==> src/sv/curve_sample_reducer_assert.svh <==
// Assertion macros for the curve sample reducer.
`ifndef CURVE_SAMPLE_REDUCER_ASSERT_SVH
`define CURVE_SAMPLE_REDUCER_ASSERT_SVH
`ifndef SYNTHESIS
`define CSR_ASSERT_IMPL(label, clk, rst_n, ante, cons) \
  label: assert property (@(posedge clk) disable iff (!rst_n) (ante) |-> (cons)) \
    else $error("assertion failed");
`define CSR_ASSERT_NEXT(label, clk, rst_n, ante, cons) \
  label: assert property (@(posedge clk) disable iff (!rst_n) (ante) |=> (cons)) \
    else $error("assertion failed");
`else
`define CSR_ASSERT_IMPL(label, clk, rst_n, ante, cons)
`define CSR_ASSERT_NEXT(label, clk, rst_n, ante, cons)
`endif
`endif

==> src/sv/csr_pkg.sv <==
// Shared types and constants of the curve sample reducer.
package csr_pkg;
  localparam int unsigned DataW = 16;
  localparam int unsigned OutIdxW = 6;

  typedef struct packed {
    logic load;      // store the input item
    logic seg_init;  // push the whole set as first segment
    logic pop;       // pop a segment and latch its ends
    logic scan_init; // start the interior scan
    logic scan_fire; // latch an end, or start the divider for the current interior sample
    logic scan_acc;  // fold the quotient into the best error
    logic split;     // mark best and push halves
    logic emit_init; // start the output walk
    logic emit_step; // advance the output walk
    logic clear;     // clear marks and counts for the next set
  } csr_cmd_t;

  typedef struct packed {
    logic stack_empty;
    logic seg_short;
    logic scan_done;
    logic div_busy;
    logic found;
    logic emit_done;
    logic emit_skip;
    logic clear_done;
  } csr_stat_t;
endpackage

==> src/sv/csr_ctrl.sv <==
// Sequencer for load, split and emit phases.
module csr_ctrl (
  input  logic               clk_i,
  input  logic               rst_ni,
  input  logic               in_fire_i,
  input  logic               in_last_i,
  input  logic               out_ready_i,
  input  csr_pkg::csr_stat_t stat_i,
  output csr_pkg::csr_cmd_t  cmd_o,
  output logic               in_ready_o,
  output logic               out_valid_o
);
  import csr_pkg::*;
  localparam logic [3:0] S_LOAD = 4'd0, S_POP = 4'd1, S_TOP = 4'd2, S_RD = 4'd3,
    S_FIRE = 4'd4, S_WAIT = 4'd5, S_SPLIT = 4'd6, S_EMIT = 4'd7, S_ERD = 4'd8,
    S_OUT = 4'd9, S_INIT = 4'd10, S_WAIT2 = 4'd11;
  logic [3:0] state_q, state_d;

  always_ff @(posedge clk_i or negedge rst_ni) begin
    if (!rst_ni) state_q <= S_LOAD;
    else state_q <= state_d;
  end

  always_comb begin
    cmd_o = '0;
    state_d = state_q;
    in_ready_o = (state_q == S_LOAD);
    out_valid_o = (state_q == S_OUT);
    case (state_q)
      S_LOAD: if (in_fire_i) begin
        cmd_o.load = 1'b1;
        if (in_last_i) state_d = S_INIT;
      end
      S_INIT: begin cmd_o.seg_init = 1'b1; state_d = S_POP; end
      S_POP: if (stat_i.stack_empty) begin
        cmd_o.emit_init = 1'b1; state_d = S_ERD;
      end else begin
        cmd_o.pop = 1'b1; state_d = S_TOP;
      end
      S_TOP: if (stat_i.seg_short) state_d = S_POP;
             else begin cmd_o.scan_init = 1'b1; state_d = S_RD; end
      S_RD: state_d = S_FIRE;
      S_FIRE: begin
        if (stat_i.scan_done) state_d = S_SPLIT;
        else begin cmd_o.scan_fire = 1'b1; state_d = S_WAIT; end
      end
      S_WAIT: state_d = S_WAIT2;
      S_WAIT2: if (!stat_i.div_busy) begin
        // third fire starts the divide; the first two latch the ends
        cmd_o.scan_acc = 1'b0;
        state_d = S_EMIT;
      end
      S_EMIT: begin cmd_o.scan_acc = 1'b1; state_d = S_RD; end
      S_SPLIT: begin
        if (stat_i.found) cmd_o.split = 1'b1;
        state_d = S_POP;
      end
      S_ERD: state_d = stat_i.emit_skip && !stat_i.emit_done ? S_ERD : S_OUT;
      S_OUT: if (out_ready_i) begin
        if (stat_i.emit_done) begin cmd_o.clear = 1'b1; state_d = S_LOAD; end
        else begin cmd_o.emit_step = 1'b1; state_d = S_ERD; end
      end
      default: state_d = S_LOAD;
    endcase
    if (state_q == S_ERD && stat_i.emit_skip && !stat_i.emit_done) cmd_o.emit_step = 1'b1;
  end
endmodule

==> config.mk <==
export PLATFORM = sky130hd
export DESIGN_NAME = csr_ctrl
export DESIGN_NICKNAME = d
export VERILOG_FILES = /design/src/sv/curve_sample_reducer_assert.svh /design/src/sv/csr_pkg.sv /design/src/sv/csr_ctrl.sv
export SDC_FILE = /design/constraint.sdc
export NUM_CORES = 1
export LEC_CHECK = 0
export BUFFER_PORTS_ARGS = -buffer_cell sky130_fd_sc_hd__buf_2
export CAP_MARGIN = 20
export CORE_AREA = 2 2 39 41
export DETAILED_ROUTE_END_ITERATION = 12
export DIE_AREA = 0 0 41 43
export GPL_TIMING_DRIVEN = 0
export PLACE_DENSITY_LB_ADDON = 0.25
export SLEW_MARGIN = 20
export SYNTH_ARGS = -nofsm -noshare
export SYNTH_HDL_FRONTEND = slang
export SYNTH_SLANG_ARGS = --single-unit
==> constraint.sdc <==
create_clock -name clk_i -period 1.4 [get_ports clk_i]
set_clock_uncertainty 0.15 [all_clocks]
set_input_delay 0.42 -clock clk_i [delete_from_list [all_inputs] [get_ports clk_i]]
set_output_delay 0.42 -clock clk_i [all_outputs]
set_load 0.1 [all_outputs]
==> results of run 1 <==
==> area by class of cell <==
type,instances,area (µm²),share of cell area
inverters,1,3.75,0.00299
well taps,16,20.0,0.0160
multi-input cells,51,507,0.404
clock buffers,4,26.3,0.0210
repair buffers,45,509,0.406
plain buffers,6,85.1,0.0679
flip-flops and latches,4,103,0.0818
==> per-layer routing <==
metal | global-route usage | part of all wire
met1 | 0.266 | 0.38
met5 | 0 | 0
met2 | 0.366 | 0.52
met3 | 0.0314 | 0.067
met4 | 0.0800 | 0.031
==> per-stage QoR <==
step	util	hold WS (ps)	instances	setup slack, ps
after floorplan	-	-25.6	62	-1420
after global placement	0.553	73.4	101	-737
after detailed placement	0.553	77.1	101	-744
after CTS	0.757	305	115	-662
after global routing	0.906	305	127	-743
final	0.906	326	127	-708
==> repair_timing <==
action                                  CTS  global route
gates resized for setup                  49            18
hold buffers                              1             0
endpoints found under the hold margin     4             0
pin swaps                                10            12
endpoints found under the setup margin   16            16
gates cloned                              0             2
setup buffers                             9            11
==> cell usage in the layout, fill, tap and decap left out, drive strengths merged, types with 2 or more instances in the layout <==
master,count
clkbuf,6
nor2b,2
nand2b,4
buf,48
mux2i,2
a211o,2
nor4,4
a21oi,3
nor3b,2
nand2,6
o31ai,3
dfrtp,4
o21ai,2
nor2,9
==> worst min-delay path by stage <==
stage / start / endpoint / slack (ps) / depth (start not counted)
final: stat_i[4] / state_q[1]$_DFFE_PN0P_ / 330 / 2
after global routing: stat_i[4] / state_q[1]$_DFFE_PN0P_ / 300 / 2
after CTS: stat_i[4] / state_q[1]$_DFFE_PN0P_ / 310 / 2
after detailed placement: rst_ni / state_q[0]$_DFFE_PN0P_ / 80 / 1
after global placement: rst_ni / state_q[1]$_DFFE_PN0P_ / 70 / 1
after floorplan: rst_ni / state_q[0]$_DFFE_PN0P_ / -30 / 0
==> logic make-up after synthesis <==
family / share of synthesized area
simple gates: 0.412
flops: 0.216
mux: 0.0431
compound gates: 0.251
buf+inv: 0.0782
==> power by group through the flow <==
stage               combinational, W  sequential [W]  clock (W)
global placement             0.00182        0.000251          0
floorplan                    0.00159        0.000235          0
finish                       0.00298        0.000267   0.000154
detailed placement           0.00184        0.000249          0
CTS                          0.00235        0.000245   0.000162
global route                 0.00307        0.000268   0.000171
==> synth_stat cells <==
library cell,number
and3_1,1
and2_1,1
mux2i_1,2
nor4_1,3
dfrtp_1,4
nor2b_4,1
and4b_1,1
a21oi_1,3
a31o_2,1
nor3_1,1
o21ai_0,1
buf_4,1
nor3b_1,2
a211o_1,2
nand2b_1,4
o31ai_1,3
nor2_1,9
nor4bb_1,1
o21ai_1,1
o22a_1,1
nor4_2,1
or3_1,1
nand2_1,6
a221oi_1,1
a21o_1,1
a32o_1,1
nor2b_1,1
a22oi_1,1
buf_2,5
inv_1,1
==> worst max-delay path: cells and delay by family (launching register included) <==
kind | cells | cell delay [ps]
AND/OR/NAND/NOR | 2 | 460
flip-flops | 1 | 380
buffers and inverters | 3 | 460
==> results.cfg, run 1 <==
[status]
outcome = finished, violations left
violations = negative setup slack

[sta]
setup_viol = 15
fin_setup_tns_ps = -7900
max_slew.worst_pin.slew_ps = 289
hold_violations = 0
rsz0062_at_grt = yes
finalWorstSetupSlack_ps = -708
layout_min_cycle_time_ps = 2110
fin_crit_sh = 1.51
max-slew-margin-rel = 0.806
slew_viol_final = 0
fmax_mhz = 474

[setup_path]
cp-end-kind = output pin
path_max_fanout = 5
crit_slowest_cell = dfrtp_1
required_ps = 830
r2r_end = state_q[1]$_DFFE_PN0P_
crit_start = state_q[1]$_DFFE_PN0P_
rr_worst_depth = 7
crit_chain = buf_6, buf_12, nor3b_4, and3_4, buf_12
timing.rr.start = state_q[2]$_DFFE_PN0P_
cp.arrival_ps = 1540
cp-start-kind = flip-flop
critPathMostFrequentCell = buf_12
reg2reg_setup_slack_ps = -400
slowest_delay_ps = 380
worstSetupPathType = reg -> out
crit_end = cmd_o[0]

[placement]
io_buffers = 23
dp_hpwl_um = 1120
placed_area_um2 = 766
place.gp.congestion = 0.825

[synthesis]
synth_area_um2 = 464
ys_top_cells_by_area = dfrtp_1 (22%), nor2_1 (7.3%), buf_2 (5.4%)
synth_area_per_cell_um2 = 7.49
yosys.cell_types.count = 30
synth_cells = 62
yosys_register_bits = 4
syn_nets = 75
yosys.area.top_type_share = 0.216
yosysTopAreaCell = dfrtp_1
ys_seq_area_frac = 0.216
ys_warn_count = 0

[job]
max_cap_viol_count = 0

[final_layout]
diodes = 0
drive_above_1_share = 0.730
top_register = state_q
nFillCells = 56
largest_reg_flops = 4
top_regs = state_q x4
fin_nets = 125
area_delta_synth_final_pct = 170
finalInstanceArea_mm2 = 0.00125

[cts]
clkSlewWorstSetupHoldPaths_ps = 40
cts_tree = done
numCtsBuffers = 3
clk_latency_ps = 230
cts_root_buf = clkbuf_4
htreeDepth = 1
clock-sinks = 4
clockBufferDepth = 2

[floorplanning]
die-height_um = 43
core_area_mm2 = 0.00138
row_count = 14
die_x_um = 41
io_pins = 25
die-area_mm2 = 0.00176
start_util = 0.335

[detailed_routing]
avgViaCountPerCell = 5.91
drtAntennaViolNets = 0
vias = 750
drt_wl_total_um = 2600
wl_per_cell_um = 20.5
dr.pass1.iters = 4
drcViolationCount = 0
first_iter_violations = 36

[pwr]
swShare = 0.502
pwr-share-comb = 0.876
clockPowerShare = 0.045
p_leak_nw = 0.539
power_w = 0.00340
intPower_w = 0.00169
p_sw_w = 0.00171
p_per_area_mw_per_mm2 = 2710
ir_worst_vdd_mv = 1.69
pwr-share-seq = 0.079

[global_route]
grt.total_usage = 0.219
grt_start_max_net_pins = 11
overflow = 0
grt_pass1_wl_um = 2620
grt_pass1_vias = 585
antenna_found_initial = 0

[min_path]
hold_path.class = in -> reg
Power figures use the tool's default switching activity.
==> inputs of run 2 (changes only) <==
--- a/config.mk
+++ b/config.mk
@@ -12,7 +12,9 @@
 export DIE_AREA = 0 0 41 43
 export GPL_TIMING_DRIVEN = 0
 export PLACE_DENSITY_LB_ADDON = 0.25
+export REMOVE_ABC_BUFFERS = 1
 export SLEW_MARGIN = 20
 export SYNTH_ARGS = -nofsm -noshare
 export SYNTH_HDL_FRONTEND = slang
 export SYNTH_SLANG_ARGS = --single-unit
+export TNS_END_PERCENT = 100
==> run 2 against run 1 <==
Sequential share of layout area grew 0.86 points; worst hold slack lost 28 ps; non-clock buffer count grew 1; the run still ends with negative setup slack left; design area shrank 7.3%; utilization shrank 6.6 points; sequential power grew 21%.
==> results.cfg, run 2 (synthesis gave the netlist of run 1 again) <==
[sta]
hold_violations = 0
max_slew.worst_pin.slew_ps = 282
slew_viol_final = 0
setup_viol = 15
max-slew-margin-rel = 0.812
fmax_mhz = 492
layout_min_cycle_time_ps = 2030
fin_crit_sh = 1.45
rsz0062_at_grt = yes
finalHoldWorstSlack_ps = 297
finalWorstSetupSlack_ps = -634

[cts]
clk_latency_ps = 240
clkSlewWorstSetupHoldPaths_ps = 40
htreeDepth = 1
numCtsBuffers = 3
clock-sinks = 4
cts_root_buf = clkbuf_4
clockBufferDepth = 2
cts_tree = done

[detailed_routing]
dr.pass1.iters = 4
drcViolationCount = 0
drt_wl_total_um = 2150
first_iter_violations = 22
drtAntennaViolNets = 0
vias = 729
avgViaCountPerCell = 5.74
wl_per_cell_um = 16.9

[floorplanning]
die_x_um = 41
start_util = 0.335
die-height_um = 43
row_count = 14
core_area_mm2 = 0.00138
io_pins = 25
die-area_mm2 = 0.00176

[pwr]
p_per_area_mw_per_mm2 = 2700
p_leak_nw = 0.519
power_w = 0.00314
ir_worst_vdd_mv = 1.82

[placement]
dp_hpwl_um = 783
place_ws_ps = -872
io_buffers = 23
dpl.cell_count = 95
placed_area_um2 = 567
place.gp.congestion = 0.733

[status]
violations = negative setup slack
outcome = finished, violations left

[final_layout]
nFillCells = 74
mostFrequentLayoutCell = buf_4
fin_nets = 126
diodes = 0
layout_common_cells = buf_4 (16), buf_6 (15), buf_2 (11)
top_regs = state_q x4
largest_reg_flops = 4
top_register = state_q
fin_cells = 127
area_delta_synth_final_pct = 150
drive_above_1_share = 0.703
finalInstanceArea_mm2 = 0.00116

[global_route]
antenna_found_initial = 0
grt_pass1_vias = 650
overflow = 0
grt_pass1_wl_um = 2930
grt.total_usage = 0.252
grt_start_max_net_pins = 9

[job]
max_cap_viol_count = 0

[setup_path]
required_ps = 830
path_max_fanout = 5
cp.arrival_ps = 1460
worstSetupPathType = reg -> out
cp-end-kind = output pin
cp-start-kind = flip-flop

[min_path]
hold_path.class = in -> reg
run 2: cell type report:
| type | count | area, µm² | share of cell area |
|---|---|---|---|
| repair buffers | 52 | 534 | 0.460 |
| multi-input cells | 51 | 477 | 0.410 |
| flip-flops and latches | 4 | 105 | 0.0904 |
| clock buffers | 3 | 22.5 | 0.0194 |
| well taps | 16 | 20.0 | 0.0172 |
| inverters | 1 | 3.75 | 0.00323 |
run 2: repair_timing:
action	4_1_cts	5_1_grt
pin swaps	6	9
gates resized for setup	65	28
endpoints found under the hold margin	4	0
setup endpoints to repair	16	16
hold buffers	1	0
setup buffers	22	6
run 2: metal layers:
| metal | vias up | track usage | wire (µm) |
|---|---|---|---|
| met5 | - | 0 | 0 |
| met4 | 0 | 0.0800 | 77 |
| met3 | 6 | 0.105 | 143 |
| met2 | 38 | 0.359 | 1110 |
| met1 | 355 | 0.337 | 821 |
| li1 | 330 | - | - |
run 2: path summary, 6_finish.rpt:
path                                   startpoint  slack (ps)                endpoint  cells after the start
setup reg to reg           state_q[3]$_DFFE_PN0P_        -390  state_q[1]$_DFFE_PN0P_                      5
min in group asynchronous                  rst_ni         360  state_q[3]$_DFFE_PN0P_                      2
hold reg to reg            state_q[1]$_DFFE_PN0P_         590  state_q[2]$_DFFE_PN0P_                      3
max in group asynchronous                  rst_ni         600  state_q[2]$_DFFE_PN0P_                      2
hold / removal                          stat_i[4]         300  state_q[1]$_DFFE_PN0P_                      2
setup / recovery           state_q[1]$_DFFE_PN0P_        -630                cmd_o[9]                      4
run 2: through the flow:
stage / util / TNS (ps)
3_3_place_gp: 0.410 / -8770
6_report: 0.840 / -7590
5_1_grt: 0.840 / -8330
2_1_floorplan: - / -28370
4_1_cts: 0.732 / -7230
3_5_place_dp: 0.410 / -8870
run 2: where the power goes:
part	leakage [nW]	switching [W]	internal, W
registers	0.0451	0.000142	0.000182
logic	0.460	0.00140	0.00127
clock network	0.0138	0.0000557	0.0000965
run 2: worst max-delay path, stage by stage (launching register included):
cell and delay (ps):
dfrtp_2 410, buf_6 150, nor4_4 300, and2_4 200, buf_12 160
